$ cat config.mk
export PLATFORM = sky130hd
export DESIGN_NAME = cursor_list_array
export DESIGN_NICKNAME = d
export VERILOG_FILES = /design/src/rtl/cla_pkg.sv /design/src/rtl/cla_ram.sv /design/src/rtl/cla_ctrl.sv /design/src/rtl/cla_dp.sv /design/src/rtl/cursor_list_array.sv
export SDC_FILE = /design/constraint.sdc
export NUM_CORES = 2
export LEC_CHECK = 0
export CELL_PAD_IN_SITES_DETAIL_PLACEMENT = 1
export CELL_PAD_IN_SITES_GLOBAL_PLACEMENT = 1
export CORE_UTILIZATION = 48
export CTS_CLUSTER_DIAMETER = 100
export CTS_CLUSTER_SIZE = 40
export DETAILED_ROUTE_END_ITERATION = 8
export DONT_BUFFER_PORTS = 1
export PLACE_DENSITY_LB_ADDON = 0.12
export REMOVE_ABC_BUFFERS = 1
export SYNTH_ARGS = -nofsm -noshare
export SYNTH_HDL_FRONTEND = slang
export SYNTH_SLANG_ARGS = --single-unit
$ cat constraint.sdc
create_clock -name i_clk -period 6.35 [get_ports i_clk]
set_input_delay 0.635 -clock i_clk [delete_from_list [all_inputs] [get_ports i_clk]]
set_output_delay 0.635 -clock i_clk [all_outputs]
set_load 0.05 [all_outputs]
$ cat src/rtl/cla_pkg.sv
package cla_pkg;

    // list operation codes
    typedef enum logic [3:0] {
        FN_INS_BEFORE = 4'd0,
        FN_INS_AFTER  = 4'd1,
        FN_GET        = 4'd2,
        FN_REMOVE     = 4'd3,
        FN_CLEAR      = 4'd4,
        FN_BEGIN      = 4'd5,
        FN_END        = 4'd6,
        FN_NEXT       = 4'd7,
        FN_PRIOR      = 4'd8
    } t_func;

    localparam int WORD_W  = 32;
    localparam int COUNT_W = 7;
    localparam int POS_W   = 6;
    localparam int CAP_W   = 7;
    localparam int APB_W   = 32;
    localparam int PADDR_W = 3;

    localparam logic [CAP_W-1:0] CAP_RESET    = 7'd64;
    // register index, taken from the word address bit
    localparam logic             REG_CAPACITY = 1'b0;

    typedef struct packed {
        logic [3:0]               func;
        logic signed [WORD_W-1:0] value;
    } t_in_item;

    typedef struct packed {
        logic                      ok;
        logic signed [WORD_W-1:0]  read_value;
        logic [COUNT_W-1:0]        count;
        logic [POS_W-1:0]          position;
    } t_out_item;

    typedef enum logic [3:0] {
        S_IDLE,
        S_EXEC,
        S_GET,
        S_RM_CAP,
        S_DN_RD,
        S_DN_WR,
        S_UP_RD,
        S_UP_WR,
        S_REPORT
    } t_state;

    typedef enum logic [2:0] {
        CUR_HOLD,
        CUR_ZERO,
        CUR_INC,
        CUR_DEC,
        CUR_LAST
    } t_cur_op;

    typedef enum logic [2:0] {
        HELD_HOLD,
        HELD_ZERO,
        HELD_INC,
        HELD_DEC
    } t_held_op;

    typedef enum logic [2:0] {
        PTR_HOLD,
        PTR_HELD,
        PTR_CUR,
        PTR_INC,
        PTR_DEC
    } t_ptr_op;

    typedef enum logic [1:0] {
        RD_CUR,
        RD_PTR_DEC,
        RD_PTR_INC
    } t_rd_sel;

    typedef enum logic {
        WR_VALUE,
        WR_RDATA
    } t_wr_sel;

    typedef struct packed {
        logic     latch;
        logic     set_ok;
        logic     cap_rd;
        logic     report;
        t_cur_op  cur_op;
        t_held_op held_op;
        t_ptr_op  ptr_op;
        logic     rd_en;
        t_rd_sel  rd_sel;
        logic     wr_en;
        t_wr_sel  wr_sel;
    } t_cmd;

    typedef struct packed {
        t_func func;
        logic  empty;
        logic  full;
        logic  at_begin;
        logic  at_end;
        logic  ptr_gt_cur;
        logic  ptr_inc_lt_held;
    } t_status;

endpackage

$ cat src/rtl/cla_ram.sv
module cla_ram
    #(
        parameter int WIDTH = 32,
        parameter int DEPTH = 64
    )
    (
        input  logic                     i_clk,
        input  logic                     i_we,
        input  logic [$clog2(DEPTH)-1:0] i_waddr,
        input  logic [WIDTH-1:0]         i_wdata,
        input  logic                     i_re,
        input  logic [$clog2(DEPTH)-1:0] i_raddr,
        output logic [WIDTH-1:0]         o_rdata
    );

    logic [WIDTH-1:0] r_mem [DEPTH];
    logic [WIDTH-1:0] r_rdata;

    always_ff @(posedge i_clk) begin
        if (i_we) begin
            r_mem[i_waddr] <= i_wdata;
        end
        if (i_re) begin
            r_rdata <= r_mem[i_raddr];
        end
    end

    assign o_rdata = r_rdata;

endmodule

$ cat src/rtl/cla_ctrl.sv
module cla_ctrl
    import cla_pkg::*;
    (
        input  logic    i_clk,
        input  logic    i_rst_n,
        input  logic    i_start,
        input  t_status i_status,
        output logic    o_busy,
        output t_cmd    o_cmd
    );

    t_state r_state;
    t_state n_state;
    logic   accept;

    always_ff @(posedge i_clk) begin
        if (!i_rst_n) begin
            r_state <= S_IDLE;
        end else begin
            r_state <= n_state;
        end
    end

    assign o_busy = !((r_state == S_IDLE) || (r_state == S_REPORT));
    assign accept = i_start && !o_busy;

    always_comb begin
        n_state       = r_state;
        o_cmd         = '0;
        o_cmd.cur_op  = CUR_HOLD;
        o_cmd.held_op = HELD_HOLD;
        o_cmd.ptr_op  = PTR_HOLD;
        o_cmd.rd_sel  = RD_CUR;
        o_cmd.wr_sel  = WR_VALUE;
        o_cmd.latch   = accept;

        unique case (r_state)
            S_IDLE: begin
                if (accept) begin
                    n_state = S_EXEC;
                end
            end
            S_REPORT: begin
                o_cmd.report = 1'b1;
                n_state      = accept ? S_EXEC : S_IDLE;
            end
            S_EXEC: begin
                n_state = S_REPORT;
                unique case (i_status.func)
                    FN_INS_BEFORE, FN_INS_AFTER: begin
                        if (!i_status.full) begin
                            if (i_status.func == FN_INS_AFTER && !i_status.empty) begin
                                o_cmd.cur_op = CUR_INC;
                            end
                            o_cmd.ptr_op = PTR_HELD;
                            n_state      = S_UP_RD;
                        end
                    end
                    FN_GET: begin
                        if (!i_status.empty) begin
                            o_cmd.rd_en  = 1'b1;
                            o_cmd.rd_sel = RD_CUR;
                            n_state      = S_GET;
                        end
                    end
                    FN_REMOVE: begin
                        if (!i_status.empty) begin
                            o_cmd.rd_en  = 1'b1;
                            o_cmd.rd_sel = RD_CUR;
                            o_cmd.ptr_op = PTR_CUR;
                            n_state      = S_RM_CAP;
                        end
                    end
                    FN_CLEAR: begin
                        o_cmd.held_op = HELD_ZERO;
                        o_cmd.cur_op  = CUR_ZERO;
                        o_cmd.set_ok  = 1'b1;
                    end
                    FN_BEGIN: begin
                        if (!i_status.empty) begin
                            o_cmd.cur_op = CUR_ZERO;
                            o_cmd.set_ok = 1'b1;
                        end
                    end
                    FN_END: begin
                        if (!i_status.empty) begin
                            o_cmd.cur_op = CUR_LAST;
                            o_cmd.set_ok = 1'b1;
                        end
                    end
                    FN_NEXT: begin
                        if (!i_status.empty && !i_status.at_end) begin
                            o_cmd.cur_op = CUR_INC;
                            o_cmd.set_ok = 1'b1;
                        end
                    end
                    FN_PRIOR: begin
                        if (!i_status.empty && !i_status.at_begin) begin
                            o_cmd.cur_op = CUR_DEC;
                            o_cmd.set_ok = 1'b1;
                        end
                    end
                    default: begin
                    end
                endcase
            end
            S_GET: begin
                o_cmd.cap_rd = 1'b1;
                o_cmd.set_ok = 1'b1;
                n_state      = S_REPORT;
            end
            S_RM_CAP: begin
                o_cmd.cap_rd = 1'b1;
                n_state      = S_DN_RD;
            end
            S_DN_RD: begin
                if (i_status.ptr_inc_lt_held) begin
                    o_cmd.rd_en  = 1'b1;
                    o_cmd.rd_sel = RD_PTR_INC;
                    n_state      = S_DN_WR;
                end else begin
                    o_cmd.held_op = HELD_DEC;
                    if (i_status.at_end && !i_status.at_begin) begin
                        o_cmd.cur_op = CUR_DEC;
                    end
                    o_cmd.set_ok = 1'b1;
                    n_state      = S_REPORT;
                end
            end
            S_DN_WR: begin
                o_cmd.wr_en  = 1'b1;
                o_cmd.wr_sel = WR_RDATA;
                o_cmd.ptr_op = PTR_INC;
                n_state      = S_DN_RD;
            end
            S_UP_RD: begin
                if (i_status.ptr_gt_cur) begin
                    o_cmd.rd_en  = 1'b1;
                    o_cmd.rd_sel = RD_PTR_DEC;
                    n_state      = S_UP_WR;
                end else begin
                    o_cmd.wr_en   = 1'b1;
                    o_cmd.wr_sel  = WR_VALUE;
                    o_cmd.held_op = HELD_INC;
                    o_cmd.set_ok  = 1'b1;
                    n_state       = S_REPORT;
                end
            end
            S_UP_WR: begin
                o_cmd.wr_en  = 1'b1;
                o_cmd.wr_sel = WR_RDATA;
                o_cmd.ptr_op = PTR_DEC;
                n_state      = S_UP_RD;
            end
            default: begin
                n_state = S_IDLE;
            end
        endcase
    end

endmodule

$ cat src/rtl/cla_dp.sv
module cla_dp
    import cla_pkg::*;
    #(
        parameter int DEPTH = 64
    )
    (
        input  logic             i_clk,
        input  logic             i_rst_n,
        input  t_in_item         i_item,
        input  logic [CAP_W-1:0] i_capacity,
        input  t_cmd             i_cmd,
        output t_status          o_status,
        output logic             o_valid,
        output t_out_item        o_result
    );

    localparam int AW = $clog2(DEPTH);
    localparam int CW = $clog2(DEPTH + 1);
    localparam int EW = (CW > CAP_W) ? CW : CAP_W;

    logic [3:0]        r_func;
    logic [WORD_W-1:0] r_value;
    logic [CW-1:0]     r_held;
    logic [CW-1:0]     n_held;
    logic [AW-1:0]     r_cursor;
    logic [AW-1:0]     n_cursor;
    logic [AW-1:0]     r_ptr;
    logic [AW-1:0]     n_ptr;
    logic              r_ok;
    logic [WORD_W-1:0] r_rd;
    logic              r_valid;
    t_out_item         r_result;

    logic [CW-1:0]     held_dec;
    logic [CW-1:0]     cursor_inc;
    logic [CW-1:0]     ptr_inc;
    logic [EW-1:0]     cap_ext;
    logic [EW-1:0]     eff_cap;
    logic              ram_re;
    logic [AW-1:0]     ram_raddr;
    logic [WORD_W-1:0] ram_rdata;
    logic [WORD_W-1:0] ram_wdata;

    assign held_dec   = r_held - CW'(1);
    assign cursor_inc = CW'(r_cursor) + CW'(1);
    assign ptr_inc    = CW'(r_ptr) + CW'(1);
    assign cap_ext    = EW'(i_capacity);
    assign eff_cap    = (cap_ext > EW'(DEPTH)) ? EW'(DEPTH) : cap_ext;

    assign o_status.func            = t_func'(r_func);
    assign o_status.empty           = (r_held == '0);
    assign o_status.full            = (EW'(r_held) >= eff_cap);
    assign o_status.at_begin        = (r_cursor == '0);
    assign o_status.at_end          = (cursor_inc == r_held);
    assign o_status.ptr_gt_cur      = (r_ptr > r_cursor);
    assign o_status.ptr_inc_lt_held = (ptr_inc < r_held);

    always_comb begin
        unique case (i_cmd.held_op)
            HELD_ZERO: n_held = '0;
            HELD_INC:  n_held = r_held + CW'(1);
            HELD_DEC:  n_held = held_dec;
            default:   n_held = r_held;
        endcase

        unique case (i_cmd.cur_op)
            CUR_ZERO: n_cursor = '0;
            CUR_INC:  n_cursor = cursor_inc[AW-1:0];
            CUR_DEC:  n_cursor = r_cursor - AW'(1);
            CUR_LAST: n_cursor = held_dec[AW-1:0];
            default:  n_cursor = r_cursor;
        endcase

        unique case (i_cmd.ptr_op)
            PTR_HELD: n_ptr = r_held[AW-1:0];
            PTR_CUR:  n_ptr = r_cursor;
            PTR_INC:  n_ptr = ptr_inc[AW-1:0];
            PTR_DEC:  n_ptr = r_ptr - AW'(1);
            default:  n_ptr = r_ptr;
        endcase

        unique case (i_cmd.rd_sel)
            RD_PTR_DEC: ram_raddr = r_ptr - AW'(1);
            RD_PTR_INC: ram_raddr = ptr_inc[AW-1:0];
            default:    ram_raddr = r_cursor;
        endcase
    end

    assign ram_re    = i_cmd.rd_en;
    assign ram_wdata = (i_cmd.wr_sel == WR_RDATA) ? ram_rdata : r_value;

    cla_ram #(
        .WIDTH (WORD_W),
        .DEPTH (DEPTH)
    ) u_ram (
        .i_clk   (i_clk),
        .i_we    (i_cmd.wr_en),
        .i_waddr (r_ptr),
        .i_wdata (ram_wdata),
        .i_re    (ram_re),
        .i_raddr (ram_raddr),
        .o_rdata (ram_rdata)
    );

    always_ff @(posedge i_clk) begin
        if (!i_rst_n) begin
            r_held   <= '0;
            r_cursor <= '0;
            r_valid  <= 1'b0;
        end else begin
            r_held   <= n_held;
            r_cursor <= n_cursor;
            r_valid  <= i_cmd.report;
        end
    end

    always_ff @(posedge i_clk) begin
        r_ptr <= n_ptr;
        if (i_cmd.latch) begin
            r_func  <= i_item.func;
            r_value <= i_item.value;
            r_ok    <= 1'b0;
            r_rd    <= '0;
        end else begin
            if (i_cmd.set_ok) begin
                r_ok <= 1'b1;
            end
            if (i_cmd.cap_rd) begin
                r_rd <= ram_rdata;
            end
        end
        if (i_cmd.report) begin
            r_result.ok         <= r_ok;
            r_result.read_value <= r_rd;
            r_result.count      <= COUNT_W'(r_held);
            r_result.position   <= POS_W'(r_cursor);
        end
    end

    assign o_valid  = r_valid;
    assign o_result = r_result;

endmodule

$ cat src/rtl/cursor_list_array.sv
// cursor list array: ordered list of 32-bit words with a cursor, one item at a time
// steps: cursor moves, clear and failed operations report straight after decode; a get that
//   succeeds first captures the word; insert shifts the tail up to open the insert point; remove
//   captures the word, then shifts the tail down over it; the next item is taken at the edge
//   that opens the previous item's strobe; each moved word is read, then written
// sync reset: list empty, cursor 0, capacity 64, ram not cleared; receiver cannot stall o_valid
module cursor_list_array
    import cla_pkg::*;
    #(
        parameter int DEPTH = 64
    )
    (
        input  logic               i_clk,
        input  logic               i_rst_n,

        // item channel: transfer when start is high and busy is low
        input  logic               start,
        output logic               busy,
        input  t_in_item           i_item,

        // result channel: one cycle strobe, no back pressure
        output logic               o_valid,
        output t_out_item          o_result,

        // register port
        input  logic               psel,
        input  logic               penable,
        input  logic               pwrite,
        input  logic [PADDR_W-1:0] paddr,
        input  logic [APB_W-1:0]   pwdata,
        output logic [APB_W-1:0]   prdata,
        output logic               pready
    );

    logic [CAP_W-1:0] r_capacity;
    logic             cfg_write;
    t_cmd             cmd;
    t_status          status;

    // register writes land on the access phase; pready is tied high
    assign pready    = 1'b1;
    assign cfg_write = psel && penable && pwrite && (paddr[2] == REG_CAPACITY);

    always_ff @(posedge i_clk) begin
        if (!i_rst_n) begin
            r_capacity <= CAP_RESET;
        end else if (cfg_write) begin
            r_capacity <= pwdata[CAP_W-1:0];
        end
    end

    // only the capacity register exists; other word addresses read as zero
    assign prdata = (paddr[2] == REG_CAPACITY) ? APB_W'(r_capacity) : '0;

    // sequencer: decodes the item and steps the shift loop
    cla_ctrl u_ctrl (
        .i_clk    (i_clk),
        .i_rst_n  (i_rst_n),
        .i_start  (start),
        .i_status (status),
        .o_busy   (busy),
        .o_cmd    (cmd)
    );

    // count, cursor, shift pointer, entry ram and result register
    cla_dp #(
        .DEPTH (DEPTH)
    ) u_dp (
        .i_clk      (i_clk),
        .i_rst_n    (i_rst_n),
        .i_item     (i_item),
        .i_capacity (r_capacity),
        .i_cmd      (cmd),
        .o_status   (status),
        .o_valid    (o_valid),
        .o_result   (o_result)
    );

endmodule

==> impl_metrics.yaml <==
layout:
  stdcell_count: 7653
  fin_nets: 5332
  fillers: 16530
  register_area_mm2: 0.06626
  syn2layout_area_growth_pct: 8.313
  final_area_mm2: 0.09505
  drive_above_1_share: 0.1453
  multi_input_area_mm2: 0.02042
synth:
  ys_types: 78
  synth_common_cells: "edfxtp_1, nand2_1, nand3_1"
  yosysWarnings: 0
  ys_ff_latch: 2226
  postSynth.asyncResetShare: 0
  ys_top_cells_by_area: "edfxtp_1, mux4_2, nand2_1"
  synth_top_cell_by_area: "edfxtp_1"
  post-synth-top-area-fraction: 0.7419
  syn_inst: 5208
  ys.flop_type: "edfxtp_1"
  seq_area_frac_synth: 0.7551
  synthMostInstantiatedCell: "edfxtp_1"
  synth_edf_count: 2168
  syn-cell-area_mm2: 0.08775
  postSynthAreaPerCell_um2: 16.85
setup_path:
  startpoint_type: "flip-flop"
  reg2reg_slack_ns: 0.32
  arrival_ns: 6.57
  endpoint_kind: "flip-flop"
  critical_path_class: "reg -> reg"
  crit_fanout: 30
  critical_path_required_ns: 6.89
detailed_routing:
  drt-wirelength-per-cell_um: 32.22
  drt-total-wl_um: 246600
  first_iter_violations: 5264
  drt_pass1_iterations: 6
  vias: 48330
  detail-route-antenna-nets: 0
  vias_per_cell: 6.315
  drc: 0
floorplanning:
  die-area_mm2: 0.1845
  die_h_um: 429.6
  die_w_um: 429.6
  core_area_mm2: 0.1811
  io_pins: 158
  start_util: 0.4845
  rows: 156
sta:
  max-slew-margin-rel: 0.1300
  fmax_mhz: 165.7
  tightest_slew_ns: 1.300
  timing.hold.ws_ns: 0.05754
  finClkSkew_ns: 0.06203
  final.period_utilization: 0.9501
  final_hold_viol_count: 0
  setup_viol: 0
  fin_ws_ns: 0.3166
  rsz0062_at_grt: "no"
  slew_violations: 0
  min_period_ns: 6.033
clocking:
  clk_pin_slew_ns: 0.13
  cts_inserted_buffers: 71
  clk_latency_ns: 0.78
  cts_tree: "done"
  cts_max_path_buffers: 3
  htreeDepth: 3
  clockRootBuffer: "clkbuf_16"
  clock-sinks: 2226
  post_cts_buffers: 0
grt:
  grt_first_pass_wirelength_um: 354600
  grt_pass1_vias: 49120
  antenna_found_initial: 12
  gr-usage-all-layers: 0.2660
  overflow: 0
  grt_max_degree: 90
run_status:
  outcome: "completed"
place:
  numPortBuffers: 0
  place_area_mm2: 0.09226
  place_inst: 7479
  place_ws_ns: 0.1788
  gp_congestion: 0.8434
  dp_hpwl_um: 147900
pwr:
  ir_worst_vdd_mv: 0.2372
  p_leak_nw: 29.10
  pwr_density_cell_mw_per_mm2: 247.0
run:
  cap_violations: 0
hold_path:
  hold_class: "in -> reg"
==> kinds of logic after synthesis <==
kind of cell / count (synthesis) / share of synthesized area
simple gates: 1467 / 0.07583
compound gates: 604 / 0.04923
mux: 460 / 0.09269
fa+ha+maj: 28 / 0.003992
buf+inv: 399 / 0.02086
flops: 2226 / 0.7551
xor+xnor: 22 / 0.002196
other cells: 2 / 0.00008558
==> worst max-delay path, cell delays in order (launching register included) <==
cell,delay (ns)
edfxtp_1,0.47
buf_4,0.21
nand3_1,0.17
nor2_1,0.09
xnor2_1,0.31
inv_1,0.11
ha_1,0.22
a2111o_1,0.28
a31oi_1,0.20
nor2_1,0.09
nor2b_1,0.24
inv_1,0.08
ha_1,0.39
buf_4,0.22
a32oi_4,0.26
and2_4,0.38
buf_12,0.28
buf_4,0.48
buf_4,0.35
nand2_1,0.10
nand3_1,0.14
nand4_1,0.24
nor3_1,0.42
==> sequential cells by signal (all words and copies together), names as in the netlist <==
| name | flops |
|---|---|
| u_dp.o_valid | 1 |
| u_dp.o_result | 46 |
| r_capacity | 7 |
| u_dp.r_ptr | 6 |
| u_dp.u_ram.r_mem | 2048 |
| u_dp.r_ok | 1 |
| u_dp.r_cursor | 6 |
| u_ctrl.r_state | 4 |
| u_dp.r_func | 4 |
| u_dp.r_rd | 32 |
| u_dp.r_held | 7 |
| u_dp.u_ram.o_rdata | 32 |
| u_dp.r_value | 32 |
==> power breakdown <==
| group | internal [W] | switching [W] |
|---|---|---|
| clock | 0.00234 | 0.00445 |
| combinational | 0.0000762 | 0.000416 |
| sequential | 0.0162 | 0.0000406 |
| total | 0.0186 | 0.00491 |
==> final timing paths <==
| kind | from | to | cells past startpoint |
|---|---|---|---|
| worst max-delay path | u_dp.r_ptr[1] | u_dp.u_ram.o_rdata[11] | 22 |
| worst min-delay path | i_rst_n | u_dp.r_held[5] | 2 |
| worst max register to register | u_dp.r_ptr[1] | u_dp.u_ram.o_rdata[11] | 22 |
| worst min register to register | u_dp.r_rd[29] | u_dp.o_result[42] | 0 |
==> placed cells by master, fill, tap and decap left out, types with 51 or more instances in the layout <==
master	instances
a211oi_1	62
a21oi_1	145
a31oi_1	61
and3_1	66
buf_12	51
buf_4	199
clkbuf_16	75
dfxtp_1	58
edfxtp_1	2168
mux2i_1	177
mux4_2	282
nand2_1	602
nand3_1	468
nor2_1	79
nor2_4	65
o2111ai_1	132
==> per-layer routing <==
metal	GRT usage	wire length [um]	vias up
met5	0	69	-
met4	0.05228	4062	8
met3	0.03328	14650	200
met2	0.4378	120600	1460
met1	0.3844	107300	26170
li1	-	-	20490
==> per-stage QoR <==
stage | utilization | total power [W] | TNS [ns]
2_1_floorplan | - | 0.01679 | -446.28
6_report | 0.5247 | 0.02348 | 0
3_3_place_gp | 0.5094 | 0.01697 | 0
5_1_grt | 0.5247 | 0.02402 | 0
4_1_cts | 0.5246 | 0.02361 | 0
3_5_place_dp | 0.5094 | 0.01700 | 0
==> layout make-up <==
class                      count  share of cell area
timing repair buffer         296             0.03132
clock inverter                23            0.003370
antenna                        6           0.0001580
inverter                      25           0.0009873
sequential                  2226              0.6972
tap                         2370             0.03120
multi-input combinational   2607              0.2149
clock buffer                 100             0.02094
==> what timing repair did <==
| action | in CTS | in global routing |
|---|---|---|
| hold buffers | 45 | 0 |
| endpoints found under the hold margin | 49 | 0 |
| setup endpoints to repair | 0 | 3 |
| gates resized for setup | 0 | 2 |
No activity file was read; power rests on OpenSTA's default activity.
